## src/rtl/svdr_pkg.sv

```systemverilog
// shared constants for the sine voice with decay and release
package svdr_pkg;

  // oscillator and sample format
  localparam int SAMPLE_RATE   = 48000;
  localparam int PHASE_BITS    = 32;
  localparam int SINE_IDX_BITS = 10;
  localparam int QUARTER_BITS  = SINE_IDX_BITS - 2;
  localparam int SINE_MAG_BITS = 15;
  localparam int SAMPLE_BITS   = 16;
  localparam int LEVEL_BITS    = 16;
  localparam int DECAY_BITS    = 16;

  // shared multiplier widths
  localparam int MUL_A_BITS = 32;
  localparam int MUL_B_BITS = 16;
  localparam int MUL_P_BITS = MUL_A_BITS + MUL_B_BITS;

  // sample scaling: |sine| * level * gain is Q45
  localparam int ROUND_SHIFT = 46 - SAMPLE_BITS;
  localparam int RND_BITS    = MUL_P_BITS - ROUND_SHIFT;

  // fixed-point constants
  localparam logic [DECAY_BITS-1:0] DECAY_ONE   = 16'd32768;
  localparam logic [DECAY_BITS-1:0] DECAY_MUL   = 16'd32440;
  localparam logic [DECAY_BITS-1:0] DECAY_FLOOR = 16'd1638;
  localparam logic [31:0]           HALF_PI_Q30 = 32'd1686629713;
  localparam logic [15:0]           SINE_AMP    = 16'd32767;

  // op codes carried in s_tuser
  localparam logic [1:0] OP_TICK  = 2'd0;
  localparam logic [1:0] OP_START = 2'd1;
  localparam logic [1:0] OP_STOP  = 2'd2;
  localparam logic [1:0] OP_NOP   = 2'd3;

endpackage

```

## src/rtl/sine_voice_with_decay_release.sv

```systemverilog
// top level: one sine oscillator voice with exponential release
//
//  channel | dir | handshake              | payload
//  --------+-----+------------------------+------------------------------------------
//  s_      | in  | s_tvalid / s_tready    | s_tuser: op; s_tdata: note, allow_release
//  m_      | out | m_tvalid / m_tready    | m_tdata: sample_value, voice_active
//  cfg_    | in  | cfg_valid / cfg_ready  | cfg_data: output_level (q1.15)
//
// a tick on a sounding voice steps from accept through mul_lvl, mul_gain and decay
// to finish: three passes through the shared multiplier (sine * level, * gain, decay * 0.99)
// plus the result load; every other word goes from accept straight to finish
// the sine magnitude comes from a registered quarter-wave table read at accept
// rst (synchronous) idles the voice, zeroes phase, step, decay and level
// a full result register with m_tready low holds the sequencer in its last step
module sine_voice_with_decay_release
  import svdr_pkg::*;
(
  input  logic        clk,
  input  logic        rst,
  input  logic        s_tvalid,
  output logic        s_tready,
  input  logic [7:0]  s_tdata,   // [6:0] note_number, [7] allow_release
  input  logic [1:0]  s_tuser,   // [1:0] op
  output logic        m_tvalid,
  input  logic        m_tready,
  output logic [23:0] m_tdata,   // [15:0] sample_value, [16] voice_active, rest zero
  input  logic        cfg_valid,
  output logic        cfg_ready,
  input  logic [15:0] cfg_data   // [15:0] output_level
);

  // sequencer steps
  localparam logic [2:0] ST_IDLE     = 3'd0;
  localparam logic [2:0] ST_MUL_LVL  = 3'd1;
  localparam logic [2:0] ST_MUL_GAIN = 3'd2;
  localparam logic [2:0] ST_DECAY    = 3'd3;
  localparam logic [2:0] ST_FINISH   = 3'd4;

  localparam int NOTES = 128;

  // note frequencies 0..11 in q32 hz
  localparam logic [35:0] OCTAVE_Q32 [12] = '{
    36'd35114788961, 36'd37202822968, 36'd39415017942, 36'd41758756878,
    36'd44241861777, 36'd46872619777, 36'd49659808787, 36'd52612736802,
    36'd55741251939, 36'd59055800320, 36'd62567440939, 36'd66287894591
  };

  // sample rate scaled to the phase width, divisor of the step table
  localparam logic [63:0] STEP_DIV = 64'(SAMPLE_RATE) << (32 - PHASE_BITS);

  typedef logic [PHASE_BITS-1:0] step_tab_t [NOTES];

  // phase step = round(f * 2^phase_bits / sample_rate), wraps to phase width
  function automatic logic [PHASE_BITS-1:0] note_step_at(int n);
    logic [63:0] f;
    f = 64'(OCTAVE_Q32[n % 12]) << (n / 12);
    return PHASE_BITS'((f + (STEP_DIV >> 1)) / STEP_DIV);
  endfunction

  function automatic step_tab_t build_step_tab();
    step_tab_t t;
    for (int i = 0; i < NOTES; i++) begin
      t[i] = note_step_at(i);
    end
    return t;
  endfunction

  localparam step_tab_t NOTE_STEP = build_step_tab();

  // voice state
  logic [2:0]             state;
  logic [PHASE_BITS-1:0]  phase;
  logic [PHASE_BITS-1:0]  step;
  logic [DECAY_BITS-1:0]  decay;
  logic                   sounding;
  logic [LEVEL_BITS-1:0]  level;
  logic                   tick_run;     // current word is a tick on a sounding voice
  logic [SAMPLE_BITS-1:0] sample_q;

  // input fields
  logic [1:0] op;
  logic [6:0] note_number;
  logic       allow_release;
  logic       in_acc;
  logic       out_free;

  assign op            = s_tuser;
  assign note_number   = s_tdata[6:0];
  assign allow_release = s_tdata[7];
  assign s_tready      = (state == ST_IDLE) && !rst;
  assign in_acc        = s_tvalid && s_tready;
  assign out_free      = !m_tvalid || m_tready;
  assign cfg_ready     = !rst;

  // sine lookup follows the live phase; a sounding tick advances it, start or a hard stop zeroes it
  logic [SINE_MAG_BITS-1:0] sine_mag;
  logic                     sine_neg;

  svdr_sine_rom u_sine (
    .clk (clk),
    .idx (phase[PHASE_BITS-1 -: SINE_IDX_BITS]),
    .mag (sine_mag),
    .neg (sine_neg)
  );

  // shared multiplier operand select
  logic                  mul_en;
  logic [MUL_A_BITS-1:0] mul_a;
  logic [MUL_B_BITS-1:0] mul_b;
  logic [MUL_P_BITS-1:0] prod;
  logic [DECAY_BITS-1:0] gain;

  assign gain = (decay != '0) ? decay : DECAY_ONE;

  always_comb begin
    mul_en = 1'b0;
    mul_a  = '0;
    mul_b  = '0;
    unique case (state)
      ST_MUL_LVL: begin
        mul_en = 1'b1;
        mul_a  = MUL_A_BITS'(sine_mag);
        mul_b  = level;
      end
      ST_MUL_GAIN: begin
        mul_en = 1'b1;
        mul_a  = MUL_A_BITS'(prod[SINE_MAG_BITS+LEVEL_BITS-1:0]);
        mul_b  = gain;
      end
      ST_DECAY: begin
        mul_en = 1'b1;
        mul_a  = MUL_A_BITS'(decay);
        mul_b  = DECAY_MUL;
      end
      default: begin
        mul_en = 1'b0;
      end
    endcase
  end

  svdr_mul u_mul (
    .clk (clk),
    .en  (mul_en),
    .a   (mul_a),
    .b   (mul_b),
    .p   (prod)
  );

  // round half up on the magnitude, saturate, then apply the sign
  logic [RND_BITS-1:0]    rnd;
  logic [RND_BITS-1:0]    lim;
  logic [SAMPLE_BITS-1:0] sat;
  logic [SAMPLE_BITS-1:0] sample_next;

  always_comb begin
    rnd = RND_BITS'((prod + (MUL_P_BITS'(1) << (ROUND_SHIFT - 1))) >> ROUND_SHIFT);
    lim = sine_neg ? (RND_BITS'(1) << (SAMPLE_BITS - 1))
                   : ((RND_BITS'(1) << (SAMPLE_BITS - 1)) - RND_BITS'(1));
    sat = (rnd > lim) ? SAMPLE_BITS'(lim) : SAMPLE_BITS'(rnd);
    sample_next = sine_neg ? (SAMPLE_BITS'(0) - sat) : sat;
  end

  // decay step and end-of-release test, product holds decay * 0.99
  logic [DECAY_BITS-1:0] decay_next;
  logic                  release_end;
  logic                  sounding_next;

  assign decay_next    = DECAY_BITS'((prod[31:0] + 32'd16384) >> 15);
  assign release_end   = tick_run && (decay != '0) && (decay_next <= DECAY_FLOOR);
  assign sounding_next = release_end ? 1'b0 : sounding;

  always_ff @(posedge clk) begin
    if (rst) begin
      state    <= ST_IDLE;
      phase    <= '0;
      step     <= '0;
      decay    <= '0;
      sounding <= 1'b0;
      level    <= '0;
      tick_run <= 1'b0;
      m_tvalid <= 1'b0;
    end else begin
      if (cfg_valid && cfg_ready) begin
        level <= cfg_data;
      end
      // finish reloads the result register itself
      if (m_tvalid && m_tready && (state != ST_FINISH)) begin
        m_tvalid <= 1'b0;
      end
      unique case (state)
        ST_IDLE: begin
          if (in_acc) begin
            sample_q <= '0;
            // only a tick on a sounding voice needs the multiplier passes
            if ((op == OP_TICK) && sounding) begin
              tick_run <= 1'b1;
              state    <= ST_MUL_LVL;
            end else begin
              tick_run <= 1'b0;
              state    <= ST_FINISH;
            end
            case (op)
              OP_START: begin
                phase    <= '0;
                step     <= NOTE_STEP[note_number];
                decay    <= '0;
                sounding <= 1'b1;
              end
              OP_STOP: begin
                if (allow_release) begin
                  // release starts only once; a spent release keeps its factor
                  if (sounding && (decay == '0)) begin
                    decay <= DECAY_ONE;
                  end
                end else begin
                  sounding <= 1'b0;
                  phase    <= '0;
                end
              end
              default: begin
                // tick and unused op code: no state change here
              end
            endcase
          end
        end
        ST_MUL_LVL: begin
          state <= ST_MUL_GAIN;
        end
        ST_MUL_GAIN: begin
          state <= ST_DECAY;
        end
        ST_DECAY: begin
          sample_q <= sample_next;
          phase    <= phase + step;
          state    <= ST_FINISH;
        end
        ST_FINISH: begin
          if (out_free) begin
            if (tick_run && (decay != '0)) begin
              decay <= decay_next;
            end
            if (release_end) begin
              sounding <= 1'b0;
              step     <= '0;
            end
            m_tvalid <= 1'b1;
            m_tdata  <= {7'b0, sounding_next, sample_q};
            tick_run <= 1'b0;
            state    <= ST_IDLE;
          end
        end
        default: begin
          state <= ST_IDLE;
        end
      endcase
    end
  end

  // a tick on a sounding voice always goes through the multiplier passes
  a_tick_runs: assert property (@(posedge clk) disable iff (rst)
    in_acc && (op == OP_TICK) && sounding |=> (state == ST_MUL_LVL) && tick_run)
    else $error("tick on sounding voice skipped the multiply sequence");

  // a waiting result is never overwritten
  a_out_hold: assert property (@(posedge clk) disable iff (rst)
    (state == ST_FINISH) && m_tvalid && !m_tready |=> (state == ST_FINISH))
    else $error("sequencer left finish while result register was full");

  // decay moves only on an accepted word or at the end of a tick
  a_decay_stable: assert property (@(posedge clk) disable iff (rst)
    (state != ST_FINISH) && !in_acc |=> $stable(decay))
    else $error("decay factor changed outside accept or finish");

  // the voice falls silent only through a stop, release end or reset
  a_silence_src: assert property (@(posedge clk) disable iff (rst)
    $fell(sounding) |-> $past(rst) || $past(state == ST_FINISH) || $past(in_acc))
    else $error("voice went idle without a cause");

endmodule

```

## src/rtl/svdr_sine_rom.sv

```systemverilog
// quarter-wave sine lookup with registered magnitude and sign
module svdr_sine_rom
  import svdr_pkg::*;
(
  input  logic                     clk,
  input  logic [SINE_IDX_BITS-1:0] idx,
  output logic [SINE_MAG_BITS-1:0] mag,
  output logic                     neg
);

  localparam int QUARTER = 1 << QUARTER_BITS;

  typedef logic [SINE_MAG_BITS-1:0] sine_tab_t [QUARTER];

  // taylor series to x^11 in q30, products truncated, scaled to 0..32767
  function automatic logic [SINE_MAG_BITS-1:0] sine_at(int k);
    logic [63:0] r;
    logic [63:0] x;
    logic [63:0] term;
    longint      sum;
    r    = 64'(k) << (30 - QUARTER_BITS);
    x    = (r * 64'(HALF_PI_Q30)) >> 30;
    term = x;
    sum  = longint'(x);
    term = (term * x) >> 30;
    term = (term * x) >> 30;
    term = term / 64'd6;
    sum  = sum - longint'(term);
    term = (term * x) >> 30;
    term = (term * x) >> 30;
    term = term / 64'd20;
    sum  = sum + longint'(term);
    term = (term * x) >> 30;
    term = (term * x) >> 30;
    term = term / 64'd42;
    sum  = sum - longint'(term);
    term = (term * x) >> 30;
    term = (term * x) >> 30;
    term = term / 64'd72;
    sum  = sum + longint'(term);
    term = (term * x) >> 30;
    term = (term * x) >> 30;
    term = term / 64'd110;
    sum  = sum - longint'(term);
    if (sum < 0) begin
      sum = 0;
    end
    return SINE_MAG_BITS'(((64'(sum) * 64'(SINE_AMP)) + 64'h2000_0000) >> 30);
  endfunction

  function automatic sine_tab_t build_sine_tab();
    sine_tab_t t;
    for (int i = 0; i < QUARTER; i++) begin
      t[i] = sine_at(i);
    end
    return t;
  endfunction

  localparam sine_tab_t                SINE_TAB  = build_sine_tab();
  localparam logic [SINE_MAG_BITS-1:0] SINE_PEAK = sine_at(QUARTER);

  logic [1:0]              quad;
  logic [QUARTER_BITS-1:0] low;

  assign quad = idx[SINE_IDX_BITS-1 -: 2];
  assign low  = idx[QUARTER_BITS-1:0];

  // odd quadrants run the quarter wave backwards; the top of it is the peak
  always_ff @(posedge clk) begin
    if (quad[0]) begin
      if (low == '0) begin
        mag <= SINE_PEAK;
      end else begin
        mag <= SINE_TAB[QUARTER_BITS'(0) - low];
      end
    end else begin
      mag <= SINE_TAB[low];
    end
    neg <= quad[1];
  end

endmodule

```

## src/rtl/svdr_mul.sv

```systemverilog
// shared 32 x 16 unsigned multiplier with registered product
module svdr_mul
  import svdr_pkg::*;
(
  input  logic                  clk,
  input  logic                  en,
  input  logic [MUL_A_BITS-1:0] a,
  input  logic [MUL_B_BITS-1:0] b,
  output logic [MUL_P_BITS-1:0] p
);

  always_ff @(posedge clk) begin
    if (en) begin
      p <= MUL_P_BITS'(a) * MUL_P_BITS'(b);
    end
  end

endmodule
```

## config.mk

```make
export PLATFORM = sky130hd
export DESIGN_NAME = sine_voice_with_decay_release
export DESIGN_NICKNAME = d
export VERILOG_FILES = /design/src/rtl/svdr_pkg.sv /design/src/rtl/sine_voice_with_decay_release.sv /design/src/rtl/svdr_sine_rom.sv /design/src/rtl/svdr_mul.sv
export SDC_FILE = /design/constraint.sdc
export NUM_CORES = 2
export LEC_CHECK = 0
export BUFFER_PORTS_ARGS = -buffer_cell sky130_fd_sc_hd__buf_4
export CORE_MARGIN = 2
export CORE_UTILIZATION = 45
export DETAILED_ROUTE_END_ITERATION = 8
export PLACE_DENSITY = 0.67
export REMOVE_ABC_BUFFERS = 1
export SYNTH_ARGS = -nofsm -noshare
export SYNTH_HDL_FRONTEND = slang
export SYNTH_HIERARCHICAL = 1
export SYNTH_SLANG_ARGS = --single-unit
```

## constraint.sdc

```tcl
create_clock -name clk -period 8.7 [get_ports clk]
set_clock_uncertainty 0.1 [all_clocks]
set_input_delay 1.74 -clock clk [delete_from_list [all_inputs] [get_ports clk]]
set_output_delay 1.74 -clock clk [all_outputs]
set_load 0.02 [all_outputs]
```

==> results.ini <==
[status]
status=finished, final reports clean

[clock_tree]
holdBufCountCts=0
clk_latency_ps=460
cts_tree=built
clock_path_buffers=2
cts_root_buffer=clkbuf_16
postCtsSetupRepairBufs=0
clk_pin_slew_ps=90
clkSinkCount=198
cts-htree-levels=4
post_cts_resized=0
cts_buffers=17

[global_routing]
busiest_layer=met2
grt_use_total_pct=30.6
antenna_found_initial=5
grt_pass1_wl_um=216000
use_met2_pct=45.9
globalRouteMet1Util_pct=42.9
grt_pass1_vias=36400
met3_usage_pct=6.13
grt-ovfl-total=0
grt_max_degree=80

[route]
post-route-drc-count=0
drt_iter0_markers=4962
num_vias=37800
ant_nets=0
drt-total-wl_um=138000
first_pass_iters=7
wire_per_inst_um=23.1
vias_per_cell=6.33

[sta]
hold_viol=0
tightest_slew_ps=1420
maxSlewViolCount=0
min_period_ps=8070
setup_viol=0
slew_headroom_pct=4.02
setup_tns_ps=0
fin_ws_ps=631
rsz0062_at_grt=false
max_freq_ghz=0.124
period_share_pct=92.7
whs_ps=305

[floorplan]
core_mm2=0.0853
initial_utilization_pct=45.5
die_y_um=298
fp-row-count=107
dieArea_mm2=0.0886
die_x_um=298
pin_count=58

[logic_synthesis]
ys.flop_type=dfxtp_1
syn_area_per_cell_um2=7.68
ys_ff_latch=198
synth_enable_flop_cells=81
synth_cells=5054
async_flop_share_pct=0
ys_types=103
yosysWarnings=6
synth_area_mm2=0.0388
seq_area_frac_synth_pct=12.3

[run]
maxCapViolCount=0

[setup_path]
worstSetupStartpointType=register
path_max_fanout=34
critPathKind=register to register
reg2regPathDepth=25
cp.required_ps=8830
cp_data_arrival_time_ps=8200
end_kind=register

[finish]
nNetsFinal=5481
drive_gt1_share_pct=6.79
finish.utilization_pct=47.4
area_delta_synth_final_pct=4.05

[placed_design]
place_ws_ps=695
place_congestion=1.02
io_buffers=50
hpwlAfterDp_um=100000

[power_and_ir_drop]
power_density_mw_per_mm2=55.8
p_leak_nw=17.0
ir_worst_vdd_v=0.000154

[min_path]
min_path_type=register to register
min_path_cells=0

-- logic make-up (layout without fill, tap and decap cells) --
family,Yosys count,after routing,share of synthesized area (%)
and+or+nand+nor,1751,1751,21.3
AOI/OAI and AO/OA,1296,1296,21.9
buffers and inverters,946,707,9.57
adders and majority gates,636,636,28.6
DFF,198,198,12.3
xor gates and xnor gates,123,123,2.86
muxes,103,103,3.50
other,1,18,0.00966
-- power by group --
| group | total [mW] | internal [mW] | switching [mW] |
|---|---|---|---|
| sequential | 1.00 | 0.981 | 0.0202 |
| clock | 0.798 | 0.381 | 0.418 |
| combinational | 0.454 | 0.153 | 0.302 |
-- synthesized netlist by cell type (57+ instances only) --
| master | instances | area [µm²] |
|---|---|---|
| o211ai_1 | 69 | 518 |
| clkbuf_1 | 294 | 1100 |
| buf_2 | 72 | 360 |
| xnor2_1 | 85 | 744 |
| nor2_1 | 370 | 1390 |
| o21ai_0 | 264 | 1320 |
| nor3_1 | 103 | 515 |
| a31oi_1 | 68 | 425 |
| mux2i_1 | 57 | 571 |
| a21oi_1 | 355 | 1780 |
| dfxtp_1 | 117 | 2340 |
| nand3_1 | 110 | 551 |
| inv_1 | 516 | 1940 |
| ha_1 | 216 | 2700 |
| and2_1 | 242 | 1510 |
| edfxtp_1 | 81 | 2430 |
| nand2_1 | 647 | 2430 |
| fa_1 | 419 | 8390 |
-- area by class of cell --
type / count / area (µm²)
multi-input cells: 3923 / 30500
well taps: 1144 / 1430
clock buffers: 18 / 429
inverters: 523 / 1960
repair buffers: 152 / 1140
diodes: 4 / 10.0
clock inverters: 14 / 133
fillers: 8435 / 44900
flip-flops and latches: 198 / 4790
-- metal layers --
metal,wire length [µm],part of all wire (%)
met2,59000,43
met5,11,0.0080
met4,6570,4.8
met1,57300,41
met3,15300,11
-- worst max-delay path, stage by stage, from the launching register on --
cell and delay [ps]:
dfxtp_1 320, buf_4 240, nor2b_1 470, a22oi_1 170
nor2_2 540, buf_4 390, nand2_1 130, fa_1 520
fa_1 530, fa_1 520, inv_1 60, fa_1 480
fa_1 500, inv_1 50, fa_1 470, inv_1 40
ha_1 370, a21oi_1 250, o21bai_1 150, a221oi_1 450
inv_1 80, nor2_1 180, o21ai_1 150, a21oi_1 310
a41oi_1 200, xnor2_1 160
-- sequential cells by signal, summed over array words and instances, names as in the netlist --
signal and flops:
m_tvalid 1, level 16, tick_run 1, sounding 1, sample_q 16, decay 16, u_sine/neg 1, step 31
state 3, m_tdata 17, u_sine/mag 15, phase 32, u_mul/p 48
-- cells in the final DEF, fill, tap and decap left out, drive strengths merged, types with 56 or more instances in the layout --
cell type and count:
dfxtp 117, nand3 110, ha 216, nand2 648, buf 152, inv 527
and2 243, nor2 373, o211ai 69, nor3 103, o21ai 277, a211oi 56
mux2i 57, edfxtp 81, xnor2 88, fa 419, a31oi 68, a21oi 355
-- worst paths after layout --
check           endpoint  startpoint  slack [ps]
max reg2reg  u_mul/p[47]    state[1]         630
min reg2reg   u_sine/neg   phase[31]         300
max          u_mul/p[47]    state[1]         630
min           u_sine/neg   phase[31]         300
-- through the flow --
step | total power [mW] | instances | instance area [µm²]
after detailed placement | 1.46 | 5940 | 39800
final | 2.25 | 5976 | 40400
after floorplan | 1.29 | 4644 | 37100
after global placement | 1.46 | 5940 | 39800
after CTS | 2.25 | 5972 | 40400
after global routing | 2.34 | 5975 | 40400
No activity file was read; power rests on OpenSTA's default activity.
